$ cat src/design/bms_pkg.sv
// ----------------------------------------------------------------------------
// bms_pkg
// Types and constants shared by the membership set unit.
// ----------------------------------------------------------------------------
package bms_pkg;

	localparam int IN_VALUE_BITS = 32;
	localparam int RES_BITS      = 5;
	localparam int QUEUE_DEPTH   = 2;
	localparam int QPTR_BITS     = $clog2(QUEUE_DEPTH);

	localparam logic [1:0] OPC_LOOKUP = 2'd0;
	localparam logic [1:0] OPC_INSERT = 2'd1;
	localparam logic [1:0] OPC_REMOVE = 2'd2;

	typedef enum logic [1:0] {
		CMD_LOOKUP,
		CMD_INSERT,
		CMD_REMOVE
	} cmd_t;

	typedef struct packed {
		cmd_t                     cmd;
		logic [IN_VALUE_BITS-1:0] key;
	} work_t;

endpackage

$ cat src/design/bms_if.sv
// ----------------------------------------------------------------------------
// bms_req_if / bms_rsp_if
// Valid/ready channels for requests into and results out of the set unit.
// ----------------------------------------------------------------------------
interface bms_req_if import bms_pkg::*; ();
	logic                     valid;
	logic                     ready;
	logic [1:0]               opcode;
	logic [IN_VALUE_BITS-1:0] value;

	modport source(output valid, opcode, value, input ready);
	modport sink(input valid, opcode, value, output ready);
endinterface

interface bms_rsp_if import bms_pkg::*; ();
	logic                valid;
	logic                ready;
	logic                found;
	logic [RES_BITS-1:0] position;
	logic [RES_BITS-1:0] count;
	logic                full_error;

	modport source(output valid, found, position, count, full_error, input ready);
	modport sink(input valid, found, position, count, full_error, output ready);
endinterface

$ cat src/design/bms_front.sv
// ----------------------------------------------------------------------------
// bms_front
// Accepts request items, decodes the opcode into a command and masks the value.
// ----------------------------------------------------------------------------
module bms_front import bms_pkg::*; #(
	parameter int VALUE_BITS = 32
) (
	bms_req_if.sink req,
	output logic    push_valid,
	input  logic    push_ready,
	output work_t   push_item
);

	localparam int KEEP_BITS = (VALUE_BITS < IN_VALUE_BITS) ? VALUE_BITS : IN_VALUE_BITS;
	localparam logic [IN_VALUE_BITS-1:0] KEY_MASK =
		{IN_VALUE_BITS{1'b1}} >> (IN_VALUE_BITS - KEEP_BITS);

	always_comb begin
		push_item.key = req.value & KEY_MASK;
		case (req.opcode)
			OPC_LOOKUP: push_item.cmd = CMD_LOOKUP;
			OPC_INSERT: push_item.cmd = CMD_INSERT;
			OPC_REMOVE: push_item.cmd = CMD_REMOVE;
			// unused opcode behaves as a lookup
			default:    push_item.cmd = CMD_LOOKUP;
		endcase
	end

	assign push_valid = req.valid;
	assign req.ready  = push_ready;

endmodule

$ cat src/design/bms_queue.sv
// ----------------------------------------------------------------------------
// bms_queue
// Short FIFO of decoded items between the front and the back.
// ----------------------------------------------------------------------------
module bms_queue import bms_pkg::*; (
	input  logic  clk,
	input  logic  arst_n,
	input  logic  push_valid,
	output logic  push_ready,
	input  work_t push_item,
	output logic  pop_valid,
	input  logic  pop_ready,
	output work_t pop_item
);

	work_t                slot_q [QUEUE_DEPTH];
	logic [QPTR_BITS-1:0] wr_ptr_q;
	logic [QPTR_BITS-1:0] rd_ptr_q;
	logic [QPTR_BITS:0]   fill_q;
	logic                 do_push;
	logic                 do_pop;

	assign push_ready = (fill_q != (QPTR_BITS + 1)'(QUEUE_DEPTH));
	assign pop_valid  = (fill_q != '0);
	assign pop_item   = slot_q[rd_ptr_q];
	assign do_push    = push_valid && push_ready;
	assign do_pop     = pop_valid && pop_ready;

	always_ff @(posedge clk or negedge arst_n) begin
		if (!arst_n) begin
			wr_ptr_q <= '0;
			rd_ptr_q <= '0;
			fill_q   <= '0;
		end else begin
			if (do_push) wr_ptr_q <= wr_ptr_q + 1'b1;
			if (do_pop)  rd_ptr_q <= rd_ptr_q + 1'b1;
			if (do_push && !do_pop) fill_q <= fill_q + 1'b1;
			else if (do_pop && !do_push) fill_q <= fill_q - 1'b1;
		end
	end

	always_ff @(posedge clk) begin
		if (do_push) slot_q[wr_ptr_q] <= push_item;
	end

endmodule

$ cat src/design/bms_back.sv
// ----------------------------------------------------------------------------
// bms_back
// Scans the entry store one slot per cycle, applies insert or swap-remove,
// and holds the result in an output register.
// ----------------------------------------------------------------------------
module bms_back import bms_pkg::*; #(
	parameter int CAPACITY_ENTRIES = 16,
	parameter int VALUE_BITS       = 32
) (
	input  logic      clk,
	input  logic      arst_n,
	input  logic      pop_valid,
	output logic      pop_ready,
	input  work_t     pop_item,
	bms_rsp_if.source rsp
);

	localparam int KEY_BITS = (VALUE_BITS < IN_VALUE_BITS) ? VALUE_BITS : IN_VALUE_BITS;
	localparam int IDX_BITS = (CAPACITY_ENTRIES > 1) ? $clog2(CAPACITY_ENTRIES) : 1;
	localparam int CNT_BITS = $clog2(CAPACITY_ENTRIES + 1);
	localparam logic [CNT_BITS-1:0] CAP_COUNT = CNT_BITS'(CAPACITY_ENTRIES);

	typedef enum logic [1:0] {
		ST_IDLE,
		ST_SCAN,
		ST_MOVE,
		ST_FINISH
	} state_t;

	state_t              state_q;
	cmd_t                cmd_q;
	logic [KEY_BITS-1:0] key_q;
	logic                hit_q;
	logic [CNT_BITS-1:0] pos_q;
	logic [IDX_BITS-1:0] scan_q;
	logic [CNT_BITS-1:0] count_q;
	logic [KEY_BITS-1:0] rdata_q;
	logic [KEY_BITS-1:0] entry_store_q [CAPACITY_ENTRIES];

	logic                valid_q;
	logic                found_q;
	logic [RES_BITS-1:0] position_q;
	logic [RES_BITS-1:0] count_out_q;
	logic                full_error_q;

	logic [IDX_BITS-1:0] last_idx;
	logic [IDX_BITS-1:0] rd_addr;
	logic                match;
	logic                fin_go;
	logic                ins_ok;
	logic                full_err;
	logic [CNT_BITS-1:0] count_next;
	logic                mem_we;
	logic [IDX_BITS-1:0] mem_waddr;
	logic [KEY_BITS-1:0] mem_wdata;

	assign last_idx  = IDX_BITS'(count_q - 1'b1);
	assign match     = (rdata_q == key_q);
	assign fin_go    = !valid_q || rsp.ready;
	assign ins_ok    = (cmd_q == CMD_INSERT) && !hit_q && (count_q != CAP_COUNT);
	assign full_err  = (cmd_q == CMD_INSERT) && !hit_q && (count_q == CAP_COUNT);
	assign pop_ready = (state_q == ST_IDLE);

	always_comb begin
		if (ins_ok)                              count_next = count_q + 1'b1;
		else if (cmd_q == CMD_REMOVE && hit_q)   count_next = count_q - 1'b1;
		else                                     count_next = count_q;
	end

	// next read: slot 0 on pickup, next slot while scanning, last slot for a remove
	always_comb begin
		case (state_q)
			ST_IDLE: rd_addr = '0;
			ST_SCAN: rd_addr = (match && cmd_q == CMD_REMOVE) ? last_idx : scan_q + 1'b1;
			default: rd_addr = last_idx;
		endcase
	end

	always_comb begin
		mem_we    = (state_q == ST_MOVE) || (state_q == ST_FINISH && fin_go && ins_ok);
		mem_waddr = (state_q == ST_MOVE) ? IDX_BITS'(pos_q) : IDX_BITS'(count_q);
		mem_wdata = (state_q == ST_MOVE) ? rdata_q : key_q;
	end

	always_ff @(posedge clk) begin
		rdata_q <= entry_store_q[rd_addr];
		if (mem_we) entry_store_q[mem_waddr] <= mem_wdata;
	end

	always_ff @(posedge clk or negedge arst_n) begin
		if (!arst_n) begin
			state_q <= ST_IDLE;
			count_q <= '0;
			valid_q <= 1'b0;
		end else begin
			// in finish a taken result is replaced by the next one below
			if (valid_q && rsp.ready && state_q != ST_FINISH) valid_q <= 1'b0;
			case (state_q)
				ST_IDLE: begin
					if (pop_valid) begin
						cmd_q  <= pop_item.cmd;
						key_q  <= KEY_BITS'(pop_item.key);
						scan_q <= '0;
						if (count_q == '0) begin
							hit_q   <= 1'b0;
							pos_q   <= count_q;
							state_q <= ST_FINISH;
						end else begin
							state_q <= ST_SCAN;
						end
					end
				end
				ST_SCAN: begin
					if (match) begin
						hit_q   <= 1'b1;
						pos_q   <= CNT_BITS'(scan_q);
						state_q <= (cmd_q == CMD_REMOVE) ? ST_MOVE : ST_FINISH;
					end else if (scan_q == last_idx) begin
						hit_q   <= 1'b0;
						pos_q   <= count_q;
						state_q <= ST_FINISH;
					end else begin
						scan_q <= scan_q + 1'b1;
					end
				end
				ST_MOVE: begin
					state_q <= ST_FINISH;
				end
				ST_FINISH: begin
					// hold until the output register is free
					if (fin_go) begin
						valid_q      <= 1'b1;
						found_q      <= hit_q;
						position_q   <= RES_BITS'(pos_q);
						count_out_q  <= RES_BITS'(count_next);
						full_error_q <= full_err;
						count_q      <= count_next;
						state_q      <= ST_IDLE;
					end
				end
				default: state_q <= ST_IDLE;
			endcase
		end
	end

	assign rsp.valid      = valid_q;
	assign rsp.found      = found_q;
	assign rsp.position   = position_q;
	assign rsp.count      = count_out_q;
	assign rsp.full_error = full_error_q;

endmodule

$ cat src/design/bounded_membership_set_unit.sv
// ----------------------------------------------------------------------------
// bounded_membership_set_unit
// Set of distinct values with lookup, insert and swap-remove.
// ----------------------------------------------------------------------------
// Requests enter on req (opcode, value); each gives one result on rsp
// (found, position, count, full_error). Both are valid/ready channels.
// The front decodes a request and drops it into a two-entry queue, so req
// keeps flowing while the back is busy scanning.
// The back reads one stored entry per cycle from the entry memory: a request
// is picked up, scanned slot by slot (up to the current count), moved for a
// remove that hits, and finished. The back takes no new item until it has
// finished the last one, so that scan sets the sustained rate.
// Reset empties the set and the queue; the memory is not cleared, since only
// slots below the count are ever compared or moved.
// A stalled rsp holds its result; the back waits with the next finished
// item, and req stalls once the queue is full.
// ----------------------------------------------------------------------------
module bounded_membership_set_unit import bms_pkg::*; #(
	parameter int CAPACITY_ENTRIES = 16,
	parameter int VALUE_BITS       = 32
) (
	input  logic      clk,
	input  logic      arst_n,
	bms_req_if.sink   req,
	bms_rsp_if.source rsp
);

	logic  push_valid;
	logic  push_ready;
	work_t push_item;
	logic  pop_valid;
	logic  pop_ready;
	work_t pop_item;

	bms_front #(
		.VALUE_BITS(VALUE_BITS)
	) u_front (
		.req       (req),
		.push_valid(push_valid),
		.push_ready(push_ready),
		.push_item (push_item)
	);

	bms_queue u_queue (
		.clk       (clk),
		.arst_n    (arst_n),
		.push_valid(push_valid),
		.push_ready(push_ready),
		.push_item (push_item),
		.pop_valid (pop_valid),
		.pop_ready (pop_ready),
		.pop_item  (pop_item)
	);

	bms_back #(
		.CAPACITY_ENTRIES(CAPACITY_ENTRIES),
		.VALUE_BITS      (VALUE_BITS)
	) u_back (
		.clk      (clk),
		.arst_n   (arst_n),
		.pop_valid(pop_valid),
		.pop_ready(pop_ready),
		.pop_item (pop_item),
		.rsp      (rsp)
	);

endmodule

$ cat src/flat_wrapper.sv
// flat-port wrapper written by rule: the top's interface ports become plain ports
module bounded_membership_set_unit_flat import bms_pkg::*;
#(
	parameter int CAPACITY_ENTRIES = 16,
	parameter int VALUE_BITS       = 32
)
  (clk, arst_n, req_valid, req_opcode, req_value, req_ready, rsp_valid, rsp_found, rsp_position, rsp_count, rsp_full_error, rsp_ready);
  bms_req_if req_i ();
  bms_rsp_if rsp_i ();
  input  logic clk;
  input  logic arst_n;
  input wire logic [$bits(req_i.valid)-1:0] req_valid;
  input wire logic [$bits(req_i.opcode)-1:0] req_opcode;
  input wire logic [$bits(req_i.value)-1:0] req_value;
  output wire logic [$bits(req_i.ready)-1:0] req_ready;
  output wire logic [$bits(rsp_i.valid)-1:0] rsp_valid;
  output wire logic [$bits(rsp_i.found)-1:0] rsp_found;
  output wire logic [$bits(rsp_i.position)-1:0] rsp_position;
  output wire logic [$bits(rsp_i.count)-1:0] rsp_count;
  output wire logic [$bits(rsp_i.full_error)-1:0] rsp_full_error;
  input wire logic [$bits(rsp_i.ready)-1:0] rsp_ready;
  assign req_i.valid = req_valid;
  assign req_i.opcode = req_opcode;
  assign req_i.value = req_value;
  assign req_ready = req_i.ready;
  assign rsp_valid = rsp_i.valid;
  assign rsp_found = rsp_i.found;
  assign rsp_position = rsp_i.position;
  assign rsp_count = rsp_i.count;
  assign rsp_full_error = rsp_i.full_error;
  assign rsp_i.ready = rsp_ready;
  bounded_membership_set_unit #(.CAPACITY_ENTRIES(CAPACITY_ENTRIES), .VALUE_BITS(VALUE_BITS)) u_core (.clk(clk), .arst_n(arst_n), .req(req_i), .rsp(rsp_i));
endmodule
$ cat config.mk
export PLATFORM = sky130hd
export DESIGN_NAME = bounded_membership_set_unit_flat
export DESIGN_NICKNAME = d
export VERILOG_FILES = /design/src/design/bms_pkg.sv /design/src/design/bms_if.sv /design/src/design/bms_front.sv /design/src/design/bms_queue.sv /design/src/design/bms_back.sv /design/src/design/bounded_membership_set_unit.sv /design/src/flat_wrapper.sv
export SDC_FILE = /design/constraint.sdc
export NUM_CORES = 1
export LEC_CHECK = 0
export BUFFER_PORTS_ARGS = -buffer_cell sky130_fd_sc_hd__buf_2
export CAP_MARGIN = 25
export CELL_PAD_IN_SITES_DETAIL_PLACEMENT = 1
export CELL_PAD_IN_SITES_GLOBAL_PLACEMENT = 2
export CORE_UTILIZATION = 51
export CTS_BUF_LIST = sky130_fd_sc_hd__clkbuf_8
export CTS_CLUSTER_DIAMETER = 30
export DETAILED_ROUTE_END_ITERATION = 8
export PLACE_DENSITY_LB_ADDON = 0.1
export SYNTH_ARGS = -nofsm -noshare
export SYNTH_HDL_FRONTEND = slang
export SYNTH_HIERARCHICAL = 1
export SYNTH_SLANG_ARGS = --single-unit
$ cat constraint.sdc
create_clock -name clk -period 10.85 [get_ports clk]
set_input_delay 0.5425 -clock clk [delete_from_list [all_inputs] [get_ports clk]]
set_output_delay 0.5425 -clock clk [all_outputs]
set_load 0.005 [all_outputs]
==> results of run 1 <==
-- sequential cells by signal, summed over array words and instances, names as in the netlist --
register and flops:
u_core/u_back/cmd_q 2, u_core/u_back/count_q 5, u_core/u_back/entry_store_q 512, u_core/u_back/hit_q 1, u_core/u_back/key_q 32, u_core/u_back/pos_q 5, u_core/u_back/rdata_q 32, u_core/u_back/rsp.count 5
u_core/u_back/rsp.found 1, u_core/u_back/rsp.full_error 1, u_core/u_back/rsp.position 5, u_core/u_back/rsp.valid 1, u_core/u_back/scan_q 4, u_core/u_back/state_q 2, u_core/u_queue/fill_q 2, u_core/u_queue/rd_ptr_q 1
u_core/u_queue/slot_q 68, u_core/u_queue/wr_ptr_q 1
-- worst max-delay path, cell delays in order, from the launching register on --
cell	delay, ns
sky130_fd_sc_hd__edfxtp_1	0.44
sky130_fd_sc_hd__xnor2_1	0.42
sky130_fd_sc_hd__nand4_1	0.31
sky130_fd_sc_hd__nor4_4	0.52
sky130_fd_sc_hd__a41oi_1	0.45
sky130_fd_sc_hd__o2bb2ai_4	0.26
sky130_fd_sc_hd__buf_4	0.73
sky130_fd_sc_hd__buf_12	0.52
sky130_fd_sc_hd__mux2i_1	0.28
sky130_fd_sc_hd__mux2i_1	0.12
sky130_fd_sc_hd__a32oi_1	0.21
sky130_fd_sc_hd__o221ai_1	0.15
-- cells in the mapped netlist (12+ instances only) --
library cell and number:
sky130_fd_sc_hd__a32oi_1 33, sky130_fd_sc_hd__buf_2 43, sky130_fd_sc_hd__buf_4 41, sky130_fd_sc_hd__clkbuf_1 38
sky130_fd_sc_hd__dfrtp_1 12, sky130_fd_sc_hd__dfxtp_1 32, sky130_fd_sc_hd__edfxtp_1 636, sky130_fd_sc_hd__mux2_2 42
sky130_fd_sc_hd__mux2_4 29, sky130_fd_sc_hd__mux2i_1 99, sky130_fd_sc_hd__nand2_1 474, sky130_fd_sc_hd__nand3_1 103
sky130_fd_sc_hd__nand3b_1 33, sky130_fd_sc_hd__nor2_1 26, sky130_fd_sc_hd__o21ai_0 70, sky130_fd_sc_hd__o221ai_1 32
sky130_fd_sc_hd__xnor2_1 42
-- final timing paths --
check,from,end,slack (ns)
worst min register to register,u_core/u_back/pos_q[4],u_core/u_back/rsp.position[4],0.45
max in group asynchronous,arst_n,u_core/u_queue/rd_ptr_q,10.33
worst max-delay path,u_core/u_back/key_q[13],u_core/u_back/rdata_q[20],5.88
worst max register to register,u_core/u_back/key_q[13],u_core/u_back/rdata_q[20],5.88
worst min-delay path,req_opcode[1],u_core/u_queue/slot_q[1][32],0.09
min in group asynchronous,arst_n,u_core/u_queue/wr_ptr_q,0.23
-- where the power goes --
| group | total, uW | internal, uW | leakage, uW | switching, uW |
|---|---|---|---|---|
| Clock | 2820 | 1660 | 0.00161 | 1160 |
| Sequential | 3740 | 3540 | 0.00618 | 204 |
| Combinational | 3950 | 1320 | 0.00361 | 2630 |
-- through the flow --
step | instances | hold slack, ns
after CTS | 2806 | 0.0248
after detailed placement | 2514 | 0.444
final | 2810 | 0.0883
after floorplan | 1882 | 0.247
after global routing | 2810 | 0.0448
after global placement | 2514 | 0.439
-- cells by family (layout without fill, tap and decap cells) --
kind of cell,count (synthesis),count (layout)
AO/OA/AOI/OAI,153,153
XOR/XNOR,53,53
adder cells (fa/ha/maj),8,8
buffers and inverters,142,382
flip-flops,680,680
multiplexers,170,170
AND/OR/NAND/NOR,676,676
-- routing by layer --
layer	track usage	vias to the layer above	part of all wire
met5	0	-	0
met4	0.107	0	0.030
met3	0.0641	166	0.061
met2	0.425	501	0.48
met1	0.360	8250	0.43
li1	-	7186	-
-- repair_timing --
action                                  CTS  global route
buffers inserted                          0             0
endpoints found under the hold margin    76             0
endpoints found under the setup margin    0             0
hold buffers                             33             0
-- layout make-up --
type                    count  area, um2
fillers                  4980      21300
clock buffers             159       2190
clock inverters           100        812
multi-input cells        1060       6650
flip-flops and latches    680      20000
repair buffers            115        913
well taps                 688        861
inverters                   8       30.0
==> impl_summary.log, run 1 <==
INFO  metric outcome = finished clean
INFO  metric place_worst_setup_slack = 5.94 ns
INFO  metric cts_repair_resize_count = 0
INFO  metric drv_cap = 0
INFO  metric post-synth-top-area-fraction = 0.699
INFO  metric worstSetupStartpointType = register
INFO  metric pin_count_of_the_biggest_net_entering_global_routing = between 150 and 200
INFO  metric final_layout_size_suffix_gt1_frac = 0.188
INFO  metric end_kind = register
INFO  metric antenna_left = 0
INFO  metric first_pass_grt_wire_length = 105000 um
INFO  metric tritoncts = yes
INFO  metric vias = 16103
INFO  metric globalRouteTotalUtil = 0.269
INFO  metric clkTransAtPathRegs = 0.06 ns
INFO  metric io_pins = 52
INFO  metric synth-simple-area-share = 0.107
INFO  metric synthXorXnorAreaFrac = 0.0170
INFO  metric setup_viol = 0
INFO  metric clkLatencyLatePin = 0.78 ns
INFO  metric synth_flop_cell = sky130_fd_sc_hd__edfxtp_1
INFO  metric routed_wl = 70900 um
INFO  metric required_worst_endpoint = 11.46 ns
INFO  metric clock-sinks = 680
INFO  metric min_path_type = in -> reg
INFO  metric fin_util = 0.597
INFO  metric synth_compound_area_frac = 0.0391
INFO  metric synthesis_warnings = 6
INFO  metric number_of_synthesized_flops_with_an_enable_pin = approximately 640
INFO  metric drt_first_pass_iters = 5
INFO  metric holdPathStages = 2
INFO  metric drc = 0
INFO  metric drt_iter0_markers = between 1000 and 1500
INFO  metric final-hold-violation-count = 0
INFO  metric routed_wire_length_per_instance = 25.2 um
INFO  metric mappedNetlistNets = approximately 1900
INFO  metric power.static_leakage = 0.0114 uW
INFO  metric maxSlewHeadroom = 0.307
INFO  metric detailed_place_hpwl = 34500 um
INFO  metric final_cell_mix = sky130_fd_sc_hd__edfxtp_1, sky130_fd_sc_hd__nand2_1, sky130_fd_sc_hd__clkbuf_8
INFO  metric post-layout-total-power = 10500 uW
INFO  metric netlist_area = 0.0273 mm2
INFO  metric dieHeight = between 200 and 250 um
INFO  metric final_weighted_congestion_in_routability_driven_placement = 0.736
INFO  metric die_span_x = between 200 and 250 um
INFO  metric core-area = 0.0528 mm2
INFO  metric layout-area-overhead-vs-synth = 15.3%
INFO  metric post_dp_cell_area = 0.0281 mm2
INFO  metric cts-htree-levels = 4
INFO  metric mostFrequentLayoutCell = sky130_fd_sc_hd__edfxtp_1
INFO  metric instance_count_of_the_mapped_netlist = 1882
INFO  metric netlist-cell-type-count = 49
INFO  metric vdd.ir_drop.worst = 0.402 mV
INFO  metric netlist.top_cell.by_area = sky130_fd_sc_hd__edfxtp_1
INFO  metric cts_buffer_depth = 3
INFO  metric setup_total_negative_slack = 0 ns
INFO  metric antenna_found_initial = 5
INFO  metric max_freq = 201 MHz
INFO  metric final_period_minus_worst_setup_slack = 4.97 ns
INFO  metric design.die.area = 0.0545 mm2
INFO  metric first_global_vias = about 17000
INFO  metric worstMarginPinSlew = 1.04 ns
INFO  metric buffer_ports.inserted = 51
INFO  metric async_reset_ff_frac = 0.0176
INFO  metric fin_area = 0.0315 mm2
INFO  metric dominant_combinational_cell_family_by_area_after_synthesis = simple AND/OR/NAND/NOR gates
INFO  metric avgViaCountPerCell = ~5.7
INFO  metric postLayoutSetupSlackWorst = 5.88 ns
INFO  metric clock_tree.root_cell = sky130_fd_sc_hd__clkbuf_8
INFO  metric power-per-cell-area = about 330 mW/mm2
INFO  metric row_count = 84
INFO  metric avg_inst_size_synth = around 15 um2
INFO  metric finalCritPeriodShare = 0.458
INFO  metric synth_fa_ha_area_frac = 0.00366
INFO  metric post_synth_mux_area_share = 0.0695
INFO  metric crit_type = reg -> reg
INFO  metric synth.ff_latch_count = 680
INFO  metric maxSlewViolCount = 0
INFO  metric n_antenna_cell = 0
INFO  metric cp_data_arrival_time = 5.58 ns
INFO  metric worstRegToRegCells = 11
INFO  metric layout.nets = 2052
INFO  metric globalRouteOverflowTotal = 0
INFO  metric clock_skew = 0.0317 ns
INFO  metric cts-buffers-inserted = 141
INFO  metric rsz_0062_raised_after_global_routing = false
INFO  metric synth_top_cells_by_area = sky130_fd_sc_hd__edfxtp_1, sky130_fd_sc_hd__nand2_1, sky130_fd_sc_hd__mux2i_1
INFO  metric synth.yosys.seq_area_share = 0.733
INFO  metric initial_utilization = 0.518
INFO  metric crit_path_max_fanout = 140
(Power assumes the default switching activity.)
==> run 2, diff against run 1 <==
Settings changed: ABC_AREA from default to 1, CORE_UTILIZATION 51 to 40.
Clock period 10.85 ns to 4.27 ns, I/O delays scaled along.
==> impl_summary.log, run 2 <==
INFO  metric mostFrequentLayoutCell = sky130_fd_sc_hd__nand2_1
INFO  metric setup_total_negative_slack = 0 ns
INFO  metric finalCritPeriodShare = 0.891
INFO  metric required_worst_endpoint = approximately 4.7 ns
INFO  metric core-area = 0.0720 mm2
INFO  metric critical-path-slowest-cell = sky130_fd_sc_hd__nor2_4
INFO  metric post-synth-top-area-fraction = 0.652
INFO  metric design.die.area = 0.0744 mm2
INFO  metric synth_flop_cell = sky130_fd_sc_hd__edfxtp_1
INFO  metric min_path_type = in -> reg
INFO  metric power-per-cell-area = roughly 860 mW/mm2
INFO  metric avgViaCountPerCell = 5.11
INFO  metric rsz_0062_raised_after_global_routing = false
INFO  metric synth-simple-area-share = 0.217
INFO  metric vdd.ir_drop.worst = 0.612 mV
INFO  metric post-layout-total-power = 29700 uW
INFO  metric maxSlewHeadroom = 0.314
INFO  metric post_synth_mux_area_share = 0
INFO  metric worstSetupStartpointType = register
INFO  metric largest_register = u_core/u_back/entry_store_q
INFO  metric netlist-cell-type-count = 35
INFO  metric synthesis_warnings = 6
INFO  metric first_global_vias = 21164
INFO  metric worstMarginPinSlew = 1.02 ns
INFO  metric filler_cell_count = 7713
INFO  metric tritoncts = yes
INFO  metric clock-sinks = 680
INFO  metric row_count = 98
INFO  metric crit_path_max_fanout = 14
INFO  metric final-hold-violation-count = 0
INFO  metric antenna_left = 0
INFO  metric end_kind = register
INFO  metric clkLatencyLatePin = around 0.78 ns
INFO  metric cp_data_arrival_time = 4.24 ns
INFO  metric largest_register_ffs = about 510
INFO  metric drv_cap = 0
INFO  metric final_weighted_congestion_in_routability_driven_placement = 0.770
INFO  metric globalRouteTotalUtil = 0.232
INFO  metric cts_hold_repair.buffers = 39
INFO  metric power.static_leakage = 0.0142 uW
INFO  metric netlist.top_cell.by_area = sky130_fd_sc_hd__edfxtp_1
INFO  metric post_dp_cell_area = about 0.031 mm2
INFO  metric place_worst_setup_slack = 0.495 ns
INFO  metric post_synth_most_frequent_cells = sky130_fd_sc_hd__nand2_1, sky130_fd_sc_hd__edfxtp_1, sky130_fd_sc_hd__nand3_1
INFO  metric layout.nets = 2910
INFO  metric drt_iter0_markers = approximately 1200
INFO  metric routed_wl = 84600 um
INFO  metric dieHeight = about 270 um
INFO  metric final_layout_size_suffix_gt1_frac = 0.128
INFO  metric antenna_found_initial = 1
INFO  metric clock_tree.root_cell = sky130_fd_sc_hd__clkbuf_8
INFO  metric async_reset_ff_frac = 0.0176
INFO  metric cts_buffer_depth = 3
INFO  metric layoutNonFillerInstCount = 3937
INFO  metric synth.most_common_cell = sky130_fd_sc_hd__nand2_1
INFO  metric place_inst = ~3600
INFO  metric avg_inst_size_synth = 10.7 um2
INFO  metric vias = 20114
INFO  metric pin_count_of_the_biggest_net_entering_global_routing = 180
INFO  metric netlist_area = a little under 0.03 mm2
INFO  metric synth.ff_latch_count = between 600 and 700
INFO  metric mappedNetlistNets = 2785
INFO  metric layout-area-overhead-vs-synth = 17.1%
INFO  metric fin_area = 0.0343 mm2
INFO  metric number_of_synthesized_flops_with_an_enable_pin = 636
INFO  metric first_pass_grt_wire_length = 128000 um
INFO  metric final_period_minus_worst_setup_slack = 3.80 ns
INFO  metric cp_cell_sequence = inv_1, ha_1, inv_1, nor3_1, nand2_1, nand2_1, o21ai_0, nand3_1, nor2_4, buf_4
INFO  metric cts_repair_resize_count = 0
INFO  metric synth_fa_ha_area_frac = 0.00342
INFO  metric reg.largest.list = u_core/u_back/entry_store_q x512, u_core/u_queue/slot_q x68
INFO  metric io_pins = 52
INFO  metric routed_wire_length_per_instance = 21.5 um
INFO  metric synth_top_cells_by_area = sky130_fd_sc_hd__edfxtp_1, sky130_fd_sc_hd__nand3_1, sky130_fd_sc_hd__nand2_1
INFO  metric clock_skew = 0.0278 ns
INFO  metric setup_viol = 0
INFO  metric buffer_ports.inserted = 51
INFO  metric cts-htree-levels = 4
INFO  metric cts.repair_timing.setup_buffer_count = 0
INFO  metric dominant_combinational_cell_family_by_area_after_synthesis = simple AND/OR/NAND/NOR gates
INFO  metric max_freq = 263 MHz
INFO  metric clkTransAtPathRegs = 0.06 ns
INFO  metric synthXorXnorAreaFrac = 0.00926
INFO  metric postLayoutSetupSlackWorst = 0.467 ns
INFO  metric drt_first_pass_iters = 5
INFO  metric cp_slowest_stage_delay = 0.64 ns
INFO  metric initial_utilization = 0.407
INFO  metric synth_compound_area_frac = 0.00875
INFO  metric crit_type = reg -> reg
INFO  metric detailed_place_hpwl = around 46000 um
INFO  metric die_span_x = about 270 um
INFO  metric cts-buffers-inserted = 152
INFO  metric globalRouteOverflowTotal = 0
INFO  metric final_cell_mix = sky130_fd_sc_hd__nand2_1, sky130_fd_sc_hd__edfxtp_1, sky130_fd_sc_hd__nand3_1
INFO  metric synth.yosys.seq_area_share = 0.684
INFO  metric instance_count_of_the_mapped_netlist = around 2700
INFO  metric maxSlewViolCount = 0
INFO  metric drc = 0
INFO  metric outcome = finished clean
[run 2: changes by cell type after synthesis, sizes merged, moves of 8 or more]
cell,before,now
o21ai,70,34
nand4,11,3
nor2,26,43
buf,96,133
nand2,474,768
a32oi,33,0
nand3,104,588
inv,8,347
clkbuf,38,48
o221ai,32,0
mux2i,99,0
mux2,71,0
xnor2,42,23
[run 2: cell families after synthesis]
logic type,count (synthesis)
xor gates and xnor gates,31
AOI/OAI and AO/OA,48
and+or+nand+nor,1442
adders and majority gates,8
DFF,680
buffers and inverters,530
[run 2: area by class of cell]
| cell class | instances | area (um2) | share of cell area |
|---|---|---|---|
| flip-flops and latches | 680 | 20000 | 0.584 |
| multi-input cells | 1529 | 7180 | 0.209 |
| clock buffers | 166 | 2280 | 0.0666 |
| repair buffers | 152 | 1450 | 0.0422 |
| inverters | 349 | 1320 | 0.0384 |
| well taps | 950 | 1190 | 0.0346 |
| clock inverters | 110 | 848 | 0.0247 |
| diodes | 1 | 2.50 | 0.0000729 |
[run 2: critical path: cells and delay by family (launching register included)]
family,cells,cell delay [ns]
AOI/OAI and AO/OA,1,0.43
adders and majority gates,1,0.27
buffers and inverters,3,0.66
DFF,1,0.57
and+or+nand+nor,5,1.53
[run 2: power breakdown]
group          internal (uW)  leakage, uW  switching, uW
combinational           3530      0.00627           8950
sequential              9280      0.00620            566
clock                   4320      0.00172           3020
[run 2: worst paths after layout]
| check | from | to | slack [ns] | depth (start not counted) |
|---|---|---|---|---|
| worst max register to register | u_core/u_back/count_q[0] | u_core/u_back/entry_store_q[11][13] | 0.47 | 10 |
| max in group asynchronous | arst_n | u_core/u_queue/fill_q[1] | 3.07 | 3 |
| worst min-delay path | req_value[26] | u_core/u_queue/slot_q[0][26] | 0.17 | 2 |
| worst max-delay path | u_core/u_back/count_q[0] | u_core/u_back/entry_store_q[11][13] | 0.47 | 10 |
| worst min register to register | u_core/u_back/pos_q[4] | u_core/u_back/rsp.position[4] | 0.42 | 0 |
| min in group asynchronous | arst_n | u_core/u_queue/fill_q[0] | 0.71 | 3 |
[run 2: metrics by stage]
stage | hold WS [ns] | utilization
CTS | 0.0592 | 0.475
detailed placement | 0.162 | 0.426
global route | 0.119 | 0.477
global placement | 0.161 | 0.426
finish | 0.170 | 0.477
floorplan | -0.0821 | -
[run 2: per-layer routing]
metal | global-route usage | vias to the layer above | part of all wire
met4 | 0.0911 | 0 | 0.029
met3 | 0.0457 | 136 | 0.048
met1 | 0.309 | 10123 | 0.45
met2 | 0.373 | 435 | 0.48
li1 | - | 9420 | -
met5 | 0 | - | 0
==> run 3, diff against run 2 <==
Settings changed: CORE_ASPECT_RATIO from default to 1.4.
==> impl_summary.log, run 3 (synthesis gave the netlist of run 2 again) <==
INFO  metric outcome = finished clean
INFO  metric cp_slowest_stage_delay = 0.50 ns
INFO  metric design.die.area = around 0.074 mm2
INFO  metric final_weighted_congestion_in_routability_driven_placement = 0.787
INFO  metric globalRouteOverflowTotal = 0
INFO  metric clock_skew = ~0.029 ns
INFO  metric first_pass_grt_wire_length = 129000 um
INFO  metric filler_cell_count = 7943
INFO  metric first_global_vias = 21216
INFO  metric power.static_leakage = 0.0141 uW
INFO  metric crit_path_max_fanout = 223
INFO  metric row_count = 117
INFO  metric clock_tree.root_cell = sky130_fd_sc_hd__clkbuf_8
INFO  metric maxSlewViolCount = 0
INFO  metric largest_register = u_core/u_back/entry_store_q
INFO  metric crit_type = reg -> reg
INFO  metric routed_wire_length_per_instance = approximately 22 um
INFO  metric clkLatencyLatePin = 0.79 ns
INFO  metric tritoncts = yes
INFO  metric required_worst_endpoint = about 4.9 ns
INFO  metric core-area = 0.0726 mm2
INFO  metric cp_data_arrival_time = 4.27 ns
INFO  metric timing.critical_path.depth = 14
INFO  metric io_pins = 52
INFO  metric vias = 20090
INFO  metric critPathTopFamily = simple AND/OR/NAND/NOR gates
INFO  metric vdd.ir_drop.worst = 1.01 mV
INFO  metric finalCritPeriodShare = 0.844
INFO  metric clock-sinks = slightly below 700
INFO  metric drc = 0
INFO  metric largest_register_ffs = 512
INFO  metric die_span_x = 231 um
INFO  metric drt_iter0_markers = around 1200
INFO  metric max_freq = 278 MHz
INFO  metric detailed_place_hpwl = 49100 um
INFO  metric drt_first_pass_iters = 5
INFO  metric min_path_type = in -> reg
INFO  metric layout-area-overhead-vs-synth = 16.3%
INFO  metric power-per-cell-area = around 870 mW/mm2
INFO  metric initial_utilization = 0.404
INFO  metric worstRegToRegCells = 14
INFO  metric globalRouteTotalUtil = 0.236
INFO  metric layout.nets = approximately 2900
INFO  metric final_layout_size_suffix_gt1_frac = 0.127
INFO  metric fin_util = 0.470
INFO  metric cts-htree-levels = 4
INFO  metric final_cell_mix = sky130_fd_sc_hd__nand2_1, sky130_fd_sc_hd__edfxtp_1, sky130_fd_sc_hd__nand3_1
INFO  metric worst-path-buf-inv = 2
INFO  metric critical-path-slowest-cell = sky130_fd_sc_hd__edfxtp_1
INFO  metric maxSlewHeadroom = 0.0890
INFO  metric reg.largest.list = u_core/u_back/entry_store_q x512, u_core/u_queue/slot_q x68
INFO  metric setup_total_negative_slack = 0 ns
INFO  metric cts.repair_timing.setup_buffer_count = 0
INFO  metric final_period_minus_worst_setup_slack = between 3 and 4 ns
INFO  metric mostFrequentLayoutCell = sky130_fd_sc_hd__nand2_1
INFO  metric routed_wl = between 80000 and 90000 um
INFO  metric cts-buffers-inserted = 137
INFO  metric worstSetupStartpointType = register
INFO  metric end_kind = register
INFO  metric avgViaCountPerCell = 5.13
INFO  metric pin_count_of_the_biggest_net_entering_global_routing = between 200 and 250
INFO  metric rsz_0062_raised_after_global_routing = false
INFO  metric cts_hold_repair.buffers = 39
INFO  metric cp_cell_sequence = xnor2_1, nand2_1, nor2_1, nand2_1, nor2_4, nand4_4, buf_4, buf_12, nand3_1, nand2_1, nand2_1, nand3_1, nand3_1, nand2_1
INFO  metric dieHeight = between 300 and 400 um
INFO  metric setup_viol = 0
INFO  metric worstMarginPinSlew = around 1.4 ns
INFO  metric cts_buffer_depth = 3
INFO  metric drv_cap = 0
INFO  metric path_common_cell = sky130_fd_sc_hd__nand2_1
INFO  metric buffer_ports.inserted = 51
INFO  metric antenna_left = 0
INFO  metric holdPathStages = 2
INFO  metric clkTransAtPathRegs = 0.06 ns
INFO  metric antenna_found_initial = 1
INFO  metric cts_repair_resize_count = 0
INFO  metric final-hold-violation-count = 0
-- run 3: cell types whose count changed in the layout (fill, tap and decap cells not counted), sizes merged --
cell      previous run  this run
clkinv              41        42
clkbuf             167       149
bufinv              12        17
buf                112       120
clkinvlp            13        12
inv                393       379
-- run 3: through the flow --
stage	std cells	total power, uW	worst slack [ns]	cell area, um2	hold slack, ns
after floorplan	2739	17800	0.858	29300	-0.0821
after global placement	3626	22400	0.867	30700	0.139
after detailed placement	3628	22700	0.803	30700	0.142
after CTS	3917	30100	0.806	34100	0.0523
after global routing	3920	31600	0.577	34100	0.0925
final	3920	29600	0.668	34100	0.152
-- run 3: area by class of cell --
cell class	instances	area, um2	share of cell area
timing repair buffer	159	1390	0.0407
sequential	680	20000	0.588
multi-input combinational	1529	7180	0.211
clock buffer	149	2050	0.0601
tap	952	1190	0.0349
antenna	1	2.50	0.0000734
inverter	349	1320	0.0386
clock inverter	101	927	0.0272
-- run 3: layer usage --
layer	GRT usage	wire length (um)	vias up	part of all wire
li1	-	-	9382	-
met1	0.288	36500	10160	0.42
met2	0.416	44500	418	0.52
met3	0.0460	3180	130	0.037
met4	0.0796	2100	0	0.024
met5	0	0	-	0
-- run 3: where the power goes --
group | internal [uW] | switching, uW
logic | 3480 | 9150
registers | 9280 | 526
clock network | 4270 | 2940
-- run 3: path summary, 6_finish.rpt --
kind,from,to,slack [ns]
setup / recovery,u_core/u_back/key_q[30],u_core/u_back/rdata_q[25],0.67
hold / removal,req_value[7],u_core/u_queue/slot_q[1][7],0.15
setup reg to reg,u_core/u_back/key_q[30],u_core/u_back/rdata_q[25],0.67
hold reg to reg,u_core/u_back/pos_q[4],u_core/u_back/rsp.position[4],0.46
max in group asynchronous,arst_n,u_core/u_back/count_q[0],3.29
min in group asynchronous,arst_n,u_core/u_back/state_q[1],0.56
